[config.mk]
export PLATFORM = sky130hd
export DESIGN_NAME = linear_model_sgd_engine_flat
export DESIGN_NICKNAME = d
export VERILOG_FILES = /design/src/design/lsgd_pkg.sv /design/src/design/lsgd_if.sv /design/src/design/lsgd_wmem.sv /design/src/design/lsgd_mul.sv /design/src/design/linear_model_sgd_engine.sv /design/src/flat_wrapper.sv
export VERILOG_INCLUDE_DIRS = /design/src /design/src/design
export SDC_FILE = /design/constraint.sdc
export NUM_CORES = 2
export LEC_CHECK = 0
export ABC_AREA = 1
export BUFFER_PORTS_ARGS = -buffer_cell sky130_fd_sc_hd__buf_2
export CORE_AREA = 2 2 509 511
export CTS_CLUSTER_SIZE = 40
export DETAILED_ROUTE_END_ITERATION = 7
export DIE_AREA = 0 0 511 513
export PLACE_DENSITY = 0.66
export SYNTH_ARGS = -nofsm -noshare
export SYNTH_HDL_FRONTEND = slang
export SYNTH_SLANG_ARGS = --single-unit
export TNS_END_PERCENT = 5
[constraint.sdc]
create_clock -name clk -period 20.3 [get_ports clk]
set_clock_uncertainty 0.05 [all_clocks]
set_input_delay 6.09 -clock clk [delete_from_list [all_inputs] [get_ports clk]]
set_output_delay 6.09 -clock clk [all_outputs]
set_load 0.005 [all_outputs]
[src/design/linear_model_sgd_engine_defines.svh]
// assertion macros for the linear model sgd engine
`ifndef LINEAR_MODEL_SGD_ENGINE_DEFINES_SVH
`define LINEAR_MODEL_SGD_ENGINE_DEFINES_SVH

// same-cycle implication, disabled during reset
`define LSGD_ASSERT_NOW(label, clk, rst_n, ante, cons, msg) \
    label: assert property (@(posedge clk) disable iff (!rst_n) (ante) |-> (cons)) \
        else $error(msg);

// next-cycle implication, disabled during reset
`define LSGD_ASSERT_NEXT(label, clk, rst_n, ante, cons, msg) \
    label: assert property (@(posedge clk) disable iff (!rst_n) (ante) |=> (cons)) \
        else $error(msg);

`endif

[src/design/lsgd_pkg.sv]
// shared widths, codes, control structs and saturation for the sgd engine
package lsgd_pkg;

    localparam int FEAT_W     = 16;
    localparam int WGT_W      = 32;
    localparam int ACC_W      = 56;
    localparam int RATE_W     = 16;
    localparam int FCNT_W     = 7;
    localparam int RG_W       = 33;
    localparam int PROD_W     = 49;
    localparam int SAT_W      = 58;
    localparam int CFG_IDX_W  = 8;
    localparam int CFG_DATA_W = 16;

    localparam int FWD_SHIFT  = 12;
    localparam int BWD_SHIFT  = 16;
    localparam int BIAS_SHIFT = 4;

    // configuration register indexes
    localparam logic [CFG_IDX_W-1:0] REG_LEARNING_RATE = 8'd0;
    localparam logic [CFG_IDX_W-1:0] REG_FEATURE_COUNT = 8'd1;

    localparam logic [RATE_W-1:0] RATE_RESET = 16'd656;
    localparam logic [FCNT_W-1:0] FCNT_RESET = 7'd64;

    // weight memory port control
    typedef struct packed {
        logic rd_en;
        logic wr_en;
    } wmem_ctrl_t;

    // multiplier stage control
    typedef struct packed {
        logic load_rg;
        logic load_prod;
        logic backward;
    } mul_ctrl_t;

    // clamp a wide signed value to the signed 32-bit range
    function automatic logic signed [WGT_W-1:0] sat32(input logic signed [SAT_W-1:0] v);
        logic signed [WGT_W-1:0] r;
        if ((v[SAT_W-1:WGT_W-1] == '0) || (v[SAT_W-1:WGT_W-1] == '1))
            r = v[WGT_W-1:0];
        else if (v[SAT_W-1])
            r = {1'b1, {(WGT_W-1){1'b0}}};
        else
            r = {1'b0, {(WGT_W-1){1'b1}}};
        return r;
    endfunction

endpackage

[src/design/lsgd_if.sv]
// handshake channels of the sgd engine: feature items, results, configuration

interface lsgd_in_if;
    logic                                     valid;
    logic                                     ready;
    logic                                     mode;
    logic signed [lsgd_pkg::FEAT_W-1:0]       feature;
    logic signed [lsgd_pkg::FEAT_W-1:0]       gradient;
    logic                                     last_in_row;

    modport source (output valid, mode, feature, gradient, last_in_row, input ready);
    modport sink   (input valid, mode, feature, gradient, last_in_row, output ready);
endinterface

interface lsgd_out_if;
    logic                                     valid;
    logic                                     ready;
    logic signed [lsgd_pkg::WGT_W-1:0]        prediction;
    logic                                     is_update;
    logic                                     size_error;

    modport source (output valid, prediction, is_update, size_error, input ready);
    modport sink   (input valid, prediction, is_update, size_error, output ready);
endinterface

interface lsgd_cfg_if;
    logic                                     valid;
    logic                                     ready;
    logic [lsgd_pkg::CFG_IDX_W-1:0]           index;
    logic [lsgd_pkg::CFG_DATA_W-1:0]          data;

    modport source (output valid, index, data, input ready);
    modport sink   (input valid, index, data, output ready);
endinterface

[src/design/lsgd_wmem.sv]
// weight memory: single port, registered read, zeroing sweep after reset
module lsgd_wmem #(
    parameter int MAX_FEATURES = 64,
    parameter int ADDR_W       = 6
) (
    input  logic                                clk,
    input  logic                                rst_n,
    input  lsgd_pkg::wmem_ctrl_t                ctrl,
    input  logic [ADDR_W-1:0]                   addr,
    input  logic signed [lsgd_pkg::WGT_W-1:0]   wr_data,
    output logic signed [lsgd_pkg::WGT_W-1:0]   rd_data,
    output logic                                busy
);

    localparam logic [ADDR_W-1:0] LAST_ADDR = ADDR_W'(MAX_FEATURES - 1);

    logic signed [lsgd_pkg::WGT_W-1:0] mem [MAX_FEATURES];
    logic signed [lsgd_pkg::WGT_W-1:0] rd_data_reg;
    logic [ADDR_W-1:0]                 clr_addr_reg;
    logic                              busy_reg;

    // clearing sweep, one entry a cycle
    always_ff @(posedge clk or negedge rst_n)
    begin
        if (!rst_n)
        begin
            busy_reg     <= 1'b1;
            clr_addr_reg <= '0;
        end
        else if (busy_reg)
        begin
            if (clr_addr_reg == LAST_ADDR)
                busy_reg <= 1'b0;
            else
                clr_addr_reg <= clr_addr_reg + ADDR_W'(1);
        end
    end

    // storage with registered read
    always_ff @(posedge clk)
    begin
        if (busy_reg)
            mem[clr_addr_reg] <= '0;
        else if (ctrl.wr_en)
            mem[addr] <= wr_data;
        if (ctrl.rd_en)
            rd_data_reg <= mem[addr];
    end

    assign rd_data = rd_data_reg;
    assign busy    = busy_reg;

endmodule

[src/design/lsgd_mul.sv]
// shared multiplier stage: rate times gradient, then weight or step product
module lsgd_mul (
    input  logic                                 clk,
    input  lsgd_pkg::mul_ctrl_t                  ctrl,
    input  logic [lsgd_pkg::RATE_W-1:0]          rate,
    input  logic signed [lsgd_pkg::FEAT_W-1:0]   grad,
    input  logic signed [lsgd_pkg::FEAT_W-1:0]   feat,
    input  logic signed [lsgd_pkg::WGT_W-1:0]    weight,
    output logic signed [lsgd_pkg::RG_W-1:0]     rg,
    output logic signed [lsgd_pkg::PROD_W-1:0]   prod
);

    logic signed [lsgd_pkg::RG_W-1:0]   rg_reg;
    logic signed [lsgd_pkg::RG_W-1:0]   rg_next;
    logic signed [lsgd_pkg::RG_W-1:0]   mul_a;
    logic signed [lsgd_pkg::PROD_W-1:0] prod_reg;
    logic signed [lsgd_pkg::PROD_W-1:0] prod_next;

    // rate is an unsigned fraction, widened by one zero bit
    assign rg_next = lsgd_pkg::RG_W'($signed({1'b0, rate})) * lsgd_pkg::RG_W'(grad);

    // forward: feature times weight; backward: feature times rate-gradient
    assign mul_a     = ctrl.backward ? rg_reg : lsgd_pkg::RG_W'(weight);
    assign prod_next = lsgd_pkg::PROD_W'(mul_a) * lsgd_pkg::PROD_W'(feat);

    always_ff @(posedge clk)
    begin
        if (ctrl.load_rg)
            rg_reg <= rg_next;
        if (ctrl.load_prod)
            prod_reg <= prod_next;
    end

    assign rg   = rg_reg;
    assign prod = prod_reg;

endmodule

[src/design/linear_model_sgd_engine.sv]
// top level of the linear model sgd engine: sequencer, accumulator, bias, result register
//
//  channel   dir  handshake      payload
//  items     in   valid/ready    mode, feature, gradient, last_in_row
//  results   out  valid/ready    prediction, is_update, size_error
//  cfg       in   valid/ready    index, data (ready always high)
//
// an item passes through accept with weight read, multiply, then write-back or
// accumulate; the row's last item then passes a finish step that forms the result.
// the weight memory's single port and the shared multiplier keep items from overlapping.
// after reset the weight memory is zeroed with items held off.
// a waiting result does not block the next item; a new last item waits for the slot.

`include "linear_model_sgd_engine_defines.svh"

module linear_model_sgd_engine #(
    parameter int MAX_FEATURES = 64
) (
    input  logic        clk,
    input  logic        rst_n,
    lsgd_in_if.sink     items,
    lsgd_out_if.source  results,
    lsgd_cfg_if.sink    cfg
);

    localparam int CNT_W  = $clog2(MAX_FEATURES + 1);
    localparam int ADDR_W = (MAX_FEATURES > 1) ? $clog2(MAX_FEATURES) : 1;
    localparam int CMP_W  = (CNT_W > lsgd_pkg::FCNT_W) ? CNT_W : lsgd_pkg::FCNT_W;

    typedef enum logic [1:0] {
        S_IDLE,
        S_MUL,
        S_WB,
        S_FIN
    } state_t;

    state_t                              state_reg;
    logic [lsgd_pkg::RATE_W-1:0]         rate_reg;
    logic [lsgd_pkg::FCNT_W-1:0]         fcount_reg;
    logic [CNT_W-1:0]                    feature_index_reg;
    logic                                overflow_reg;
    logic signed [lsgd_pkg::ACC_W-1:0]   acc_reg;
    logic signed [lsgd_pkg::WGT_W-1:0]   bias_reg;
    logic                                mode_reg;
    logic signed [lsgd_pkg::FEAT_W-1:0]  feat_reg;
    logic                                last_reg;
    logic                                in_range_reg;
    logic                                out_valid_reg;
    logic signed [lsgd_pkg::WGT_W-1:0]   prediction_reg;
    logic                                is_update_reg;
    logic                                size_error_reg;

    logic                                in_accept;
    logic                                in_range_now;
    logic                                out_free;
    logic                                clr_busy;
    lsgd_pkg::wmem_ctrl_t                mem_ctrl;
    lsgd_pkg::mul_ctrl_t                 mul_ctrl;
    logic signed [lsgd_pkg::WGT_W-1:0]   rd_weight;
    logic signed [lsgd_pkg::WGT_W-1:0]   weight_next;
    logic signed [lsgd_pkg::RG_W-1:0]    rg;
    logic signed [lsgd_pkg::PROD_W-1:0]  prod;
    logic signed [lsgd_pkg::ACC_W-1:0]   acc_next;
    logic signed [lsgd_pkg::WGT_W-1:0]   bias_next;
    logic signed [lsgd_pkg::WGT_W-1:0]   prediction_next;

    // position check against min(feature_count, MAX_FEATURES)
    assign in_range_now = (CMP_W'(feature_index_reg) < CMP_W'(fcount_reg))
                       && (CMP_W'(feature_index_reg) < CMP_W'(MAX_FEATURES));

    // handshakes
    assign items.ready = (state_reg == S_IDLE) && !clr_busy;
    assign in_accept   = items.valid && items.ready;
    assign cfg.ready   = 1'b1;
    assign out_free    = !out_valid_reg || results.ready;

    // memory and multiplier control
    assign mem_ctrl.rd_en     = in_accept && in_range_now;
    assign mem_ctrl.wr_en     = (state_reg == S_WB) && in_range_reg && mode_reg;
    assign mul_ctrl.load_rg   = in_accept;
    assign mul_ctrl.load_prod = (state_reg == S_MUL);
    assign mul_ctrl.backward  = mode_reg;

    lsgd_wmem #(
        .MAX_FEATURES (MAX_FEATURES),
        .ADDR_W       (ADDR_W)
    ) u_wmem (
        .clk     (clk),
        .rst_n   (rst_n),
        .ctrl    (mem_ctrl),
        .addr    (feature_index_reg[ADDR_W-1:0]),
        .wr_data (weight_next),
        .rd_data (rd_weight),
        .busy    (clr_busy)
    );

    lsgd_mul u_mul (
        .clk    (clk),
        .ctrl   (mul_ctrl),
        .rate   (rate_reg),
        .grad   (items.gradient),
        .feat   (feat_reg),
        .weight (rd_weight),
        .rg     (rg),
        .prod   (prod)
    );

    // weight step, accumulation, bias step and prediction; shifted terms floor-truncated
    assign weight_next = lsgd_pkg::sat32(lsgd_pkg::SAT_W'(rd_weight)
                         - lsgd_pkg::SAT_W'(prod >>> lsgd_pkg::BWD_SHIFT));
    assign acc_next    = acc_reg + lsgd_pkg::ACC_W'(prod >>> lsgd_pkg::FWD_SHIFT);
    assign bias_next   = lsgd_pkg::sat32(lsgd_pkg::SAT_W'(bias_reg)
                         - lsgd_pkg::SAT_W'(rg >>> lsgd_pkg::BIAS_SHIFT));
    assign prediction_next = lsgd_pkg::sat32(lsgd_pkg::SAT_W'(acc_reg)
                             + lsgd_pkg::SAT_W'(bias_reg));

    // sequencer, row state, configuration and result register
    always_ff @(posedge clk or negedge rst_n)
    begin
        if (!rst_n)
        begin
            state_reg         <= S_IDLE;
            rate_reg          <= lsgd_pkg::RATE_RESET;
            fcount_reg        <= lsgd_pkg::FCNT_RESET;
            feature_index_reg <= '0;
            overflow_reg      <= 1'b0;
            acc_reg           <= '0;
            bias_reg          <= '0;
            mode_reg          <= 1'b0;
            feat_reg          <= '0;
            last_reg          <= 1'b0;
            in_range_reg      <= 1'b0;
            out_valid_reg     <= 1'b0;
            prediction_reg    <= '0;
            is_update_reg     <= 1'b0;
            size_error_reg    <= 1'b0;
        end
        else
        begin
            // result valid: loaded at row finish, cleared once taken
            if ((state_reg == S_FIN) && out_free)
                out_valid_reg <= 1'b1;
            else if (results.valid && results.ready)
                out_valid_reg <= 1'b0;

            unique case (state_reg)
                S_IDLE:
                begin
                    if (in_accept)
                    begin
                        mode_reg     <= items.mode;
                        feat_reg     <= items.feature;
                        last_reg     <= items.last_in_row;
                        in_range_reg <= in_range_now;
                        state_reg    <= S_MUL;
                    end
                end
                S_MUL:
                begin
                    state_reg <= S_WB;
                end
                S_WB:
                begin
                    if (in_range_reg)
                    begin
                        if (!mode_reg)
                            acc_reg <= acc_next;
                        feature_index_reg <= feature_index_reg + CNT_W'(1);
                    end
                    else
                        overflow_reg <= 1'b1;
                    state_reg <= last_reg ? S_FIN : S_IDLE;
                end
                S_FIN:
                begin
                    if (out_free)
                    begin
                        prediction_reg    <= mode_reg ? '0 : prediction_next;
                        is_update_reg     <= mode_reg;
                        size_error_reg    <= overflow_reg;
                        if (mode_reg)
                            bias_reg <= bias_next;
                        acc_reg           <= '0;
                        feature_index_reg <= '0;
                        overflow_reg      <= 1'b0;
                        state_reg         <= S_IDLE;
                    end
                end
                default:
                begin
                    state_reg <= S_IDLE;
                end
            endcase

            // register writes; unknown indexes are dropped
            if (cfg.valid && cfg.ready)
            begin
                unique case (cfg.index)
                    lsgd_pkg::REG_LEARNING_RATE: rate_reg   <= cfg.data;
                    lsgd_pkg::REG_FEATURE_COUNT: fcount_reg <= cfg.data[lsgd_pkg::FCNT_W-1:0];
                    default: ;
                endcase
            end
        end
    end

    // result channel
    assign results.valid      = out_valid_reg;
    assign results.prediction = prediction_reg;
    assign results.is_update  = is_update_reg;
    assign results.size_error = size_error_reg;

    // checks
    `LSGD_ASSERT_NEXT(a_accept_starts_mul, clk, rst_n, in_accept, state_reg == S_MUL, "accepted transaction did not enter multiply")
    `LSGD_ASSERT_NOW(a_index_bounded, clk, rst_n, 1'b1, CMP_W'(feature_index_reg) <= CMP_W'(MAX_FEATURES), "feature index beyond memory depth")
    `LSGD_ASSERT_NOW(a_result_from_fin, clk, rst_n, $rose(out_valid_reg), $past(state_reg) == S_FIN, "result raised outside row finish")
    `LSGD_ASSERT_NOW(a_no_write_while_clear, clk, rst_n, clr_busy, !mem_ctrl.rd_en && !mem_ctrl.wr_en && !in_accept, "memory access during clearing sweep")

endmodule
[src/flat_wrapper.sv]
// flat-port wrapper written by rule: the top's interface ports become plain ports
module linear_model_sgd_engine_flat 
#(
    parameter int MAX_FEATURES = 64
)
  (clk, rst_n, items_valid, items_mode, items_feature, items_gradient, items_last_in_row, items_ready, results_valid, results_prediction, results_is_update, results_size_error, results_ready, cfg_valid, cfg_index, cfg_data, cfg_ready);
  lsgd_in_if items_i ();
  lsgd_out_if results_i ();
  lsgd_cfg_if cfg_i ();
  input  logic clk;
  input  logic rst_n;
  input wire logic [$bits(items_i.valid)-1:0] items_valid;
  input wire logic [$bits(items_i.mode)-1:0] items_mode;
  input wire logic [$bits(items_i.feature)-1:0] items_feature;
  input wire logic [$bits(items_i.gradient)-1:0] items_gradient;
  input wire logic [$bits(items_i.last_in_row)-1:0] items_last_in_row;
  output wire logic [$bits(items_i.ready)-1:0] items_ready;
  output wire logic [$bits(results_i.valid)-1:0] results_valid;
  output wire logic [$bits(results_i.prediction)-1:0] results_prediction;
  output wire logic [$bits(results_i.is_update)-1:0] results_is_update;
  output wire logic [$bits(results_i.size_error)-1:0] results_size_error;
  input wire logic [$bits(results_i.ready)-1:0] results_ready;
  input wire logic [$bits(cfg_i.valid)-1:0] cfg_valid;
  input wire logic [$bits(cfg_i.index)-1:0] cfg_index;
  input wire logic [$bits(cfg_i.data)-1:0] cfg_data;
  output wire logic [$bits(cfg_i.ready)-1:0] cfg_ready;
  assign items_i.valid = items_valid;
  assign items_i.mode = items_mode;
  assign items_i.feature = items_feature;
  assign items_i.gradient = items_gradient;
  assign items_i.last_in_row = items_last_in_row;
  assign items_ready = items_i.ready;
  assign results_valid = results_i.valid;
  assign results_prediction = results_i.prediction;
  assign results_is_update = results_i.is_update;
  assign results_size_error = results_i.size_error;
  assign results_i.ready = results_ready;
  assign cfg_i.valid = cfg_valid;
  assign cfg_i.index = cfg_index;
  assign cfg_i.data = cfg_data;
  assign cfg_ready = cfg_i.ready;
  linear_model_sgd_engine #(.MAX_FEATURES(MAX_FEATURES)) u_core (.clk(clk), .rst_n(rst_n), .items(items_i), .results(results_i), .cfg(cfg_i));
endmodule
==> results by group <==
Logic synthesis
  • Yosys reg bits: 2,332
  • Mean post-synth cell area: 10.5 um^2
  • Yosys warns: 0
  • Distinct cells, synth: 66
  • Synth Cell Area: 0.131 mm^2
  • Asr flop ratio synth: 0.0780
  • Seq/Total Area, Yosys: 0.529
  • Most used flip-flop cell after synthesis: edfxtp_1
  • Gate Count Post-Synth: 12,400
  • Post-Syn Nets: 13,600
  • EDFF count, synth: 2,150

Min path
  • Worst hold path startpoint: u_core.results.prediction[22]
  • Cell depth of the worst hold path: 2
  • Hold Path Class: register to register
  • Hold EP: u_core.results.prediction[22]

Floorplan
  • Initial Utilization: 0.510
  • Chip width: 511 um
  • Die extent in y: 513 um
  • Io pins: 100
  • Core ar.: 0.256 mm^2
  • FP Rows: 186
  • Die ar.: 0.262 mm^2

Final layout
  • # fillers: 21,500
  • Most frequent cells in the layout: edfxtp_1, nand2_1, nor2_1, inv_1, o21ai_0
  • Most common cell after layout, fill and taps aside: edfxtp_1
  • Area growth from synthesis to layout: 9.35%
  • Layout cells sized above 1: 0.0719
  • Nets@finish: 13,500
  • Number of flip-flops in the largest register: 2,048

CTS
  • CTS Buf Count: 243
  • Postcts setup bufs: 0
  • Clk buf depth: 4
  • Hold-fix buffers, CTS: 0
  • CTS tree: yes
  • Max H-tree Level: 4
  • Clock sinks: 2,332
  • Reg clk slew, reported paths: 0.06 ns
  • CTS resizes: 0
  • Root Driver: clkbuf_16
  • Clock Latency Late Sink: 0.95 ns

Routing
  • # DRC: 0
  • Wire per inst: 24.7 um
  • Vias: 93,900
  • DR pass1 iterations: 8
  • Initial drt markers: 10,500
  • DRT Wirelength: 394 mm
  • Vias per cell: 5.89
  • Post-route ant nets: 0

Worst setup path
  • R2r endpoint: u_core.u_mul.prod[47]
  • CP startpoint kind: primary input
  • Reg2reg path depth: 20
  • Worst reg2reg path startpoint: u_core.mode_reg
  • Worst path slowest cell: fa_1
  • Crit end category: register
  • Flop2flop setup slack: 11.76 ns
  • CP Data Arrival Time: 12.01 ns
  • Crit path launch: items_gradient[2]
  • CP Cell Sequence: buf_2, nand2_1, fa_1, inv_1, fa_1, inv_1, fa_1, fa_1, inv_1, fa_1, inv_1, fa_1, inv_1, ha_1, a21oi_1, inv_1, a31oi_1, a21boi_0, o21ai_0, a21boi_0, o21bai_1, xor2_1
  • Crit path max fanout: 16
  • Type of the worst setup path: primary input to register
  • Worst EP required: 20.81 ns
  • Crit-path max cell delay: 0.56 ns

Global routing
  • Largest net degree at the start of global routing: 182
  • Initial antenna violation count: 11
  • Gr ovfl total: 0
  • Number of global-route vias before repair: 92,700
  • First-pass GRT wire length: 586 mm
  • Overall Global Routing Usage: 0.297

Timing
  • Minimum clock period: 11.50 ns
  • Slew headroom: 0.0994
  • Worst slew pin tran: 1.34 ns
  • Fmax achieved: 87.0 MHz
  • Finish-stage setup viols: 0
  • Final setup TNS: 0 ns
  • RSZ-0062 raised after global routing: false
  • Final hold violations: 0
  • Tcrit/Tclk final: 0.566
  • Final Max Slew Viols: 0

Placed design
  • Gp weighted congestion: 0.978
  • Post-DP HPWL: 258 mm
  • # port buffers: 98

Status
  • Status: finished clean

Flow run
  • Max-cap violations: 0
[logic make-up after synthesis]
logic type      share of synthesized area
other cells                     0.0000287
simple gates                        0.132
xor+xnor                           0.0121
compound gates                     0.0988
fa+ha+maj                           0.147
flops                               0.529
mux                                0.0162
buf+inv                            0.0648
[stage by stage]
stage | hold WS [ns] | util | instances | area [um^2] | setup WS (ns)
2_1_floorplan | 0.400 | - | 12400 | 131000 | 8.32
3_3_place_gp | 0.409 | 0.527 | 15500 | 135000 | 8.01
3_5_place_dp | 0.421 | 0.527 | 15500 | 135000 | 8.03
4_1_cts | 0.438 | 0.557 | 15900 | 143000 | 8.86
5_1_grt | 0.451 | 0.557 | 15900 | 143000 | 8.50
6_report | 0.432 | 0.557 | 15900 | 143000 | 8.80
[worst max-delay path by stage]
| stage | end | cells past startpoint |
|---|---|---|
| floorplan | u_core.u_wmem.rd_data[0] | 2 |
| global placement | u_core.u_mul.rg[26] | 22 |
| detailed placement | u_core.u_mul.rg[26] | 22 |
| CTS | u_core.u_mul.rg[26] | 22 |
| global route | u_core.u_mul.rg[26] | 22 |
| finish | u_core.u_mul.rg[26] | 22 |
[synthesized netlist by cell type (45+ instances only)]
cell type	instances	area share
a21oi_1	406	0.016
a31oi_1	105	0.0050
buf_1	45	0.0013
buf_2	57	0.0022
clkbuf_1	471	0.014
dfrtp_1	177	0.034
edfxtp_1	2150	0.49
fa_1	697	0.11
ha_1	419	0.040
inv_1	1581	0.045
mux2i_1	201	0.015
nand2_1	1991	0.057
nand3_1	341	0.013
nor2_1	1762	0.051
nor3_1	49	0.0019
o211ai_1	62	0.0036
o21ai_0	739	0.028
o221ai_1	207	0.014
o32ai_1	311	0.021
xnor2_1	86	0.0058
xor2_1	95	0.0064
[cell type report]
type	count	area [um^2]	area share
flip-flops and latches	2332	69100	0.484
repair buffers	295	2040	0.0143
multi-input cells	7840	53500	0.375
clock buffers	294	6320	0.0443
well taps	3384	4230	0.0297
clock inverters	145	1350	0.00943
inverters	1631	6140	0.0430
diodes	6	15.0	0.000105
[per-layer routing]
metal	vias up	routed length [um]	track usage
li1	42000	-	-
met1	46700	157000	0.394
met2	4424	182000	0.480
met3	822	34800	0.0508
met4	4	20300	0.133
met5	-	34	0
[worst max-delay path: cells and delay by family]
family | cells | cell delay, ns
buf+inv | 7 | 0.76
simple gates | 1 | 0.14
fa+ha+maj | 7 | 3.41
xor+xnor | 1 | 0.16
compound gates | 6 | 1.45
Power is not shown: default switching activity piles up to over one toggle a cycle in this logic, so the estimate is an artifact.
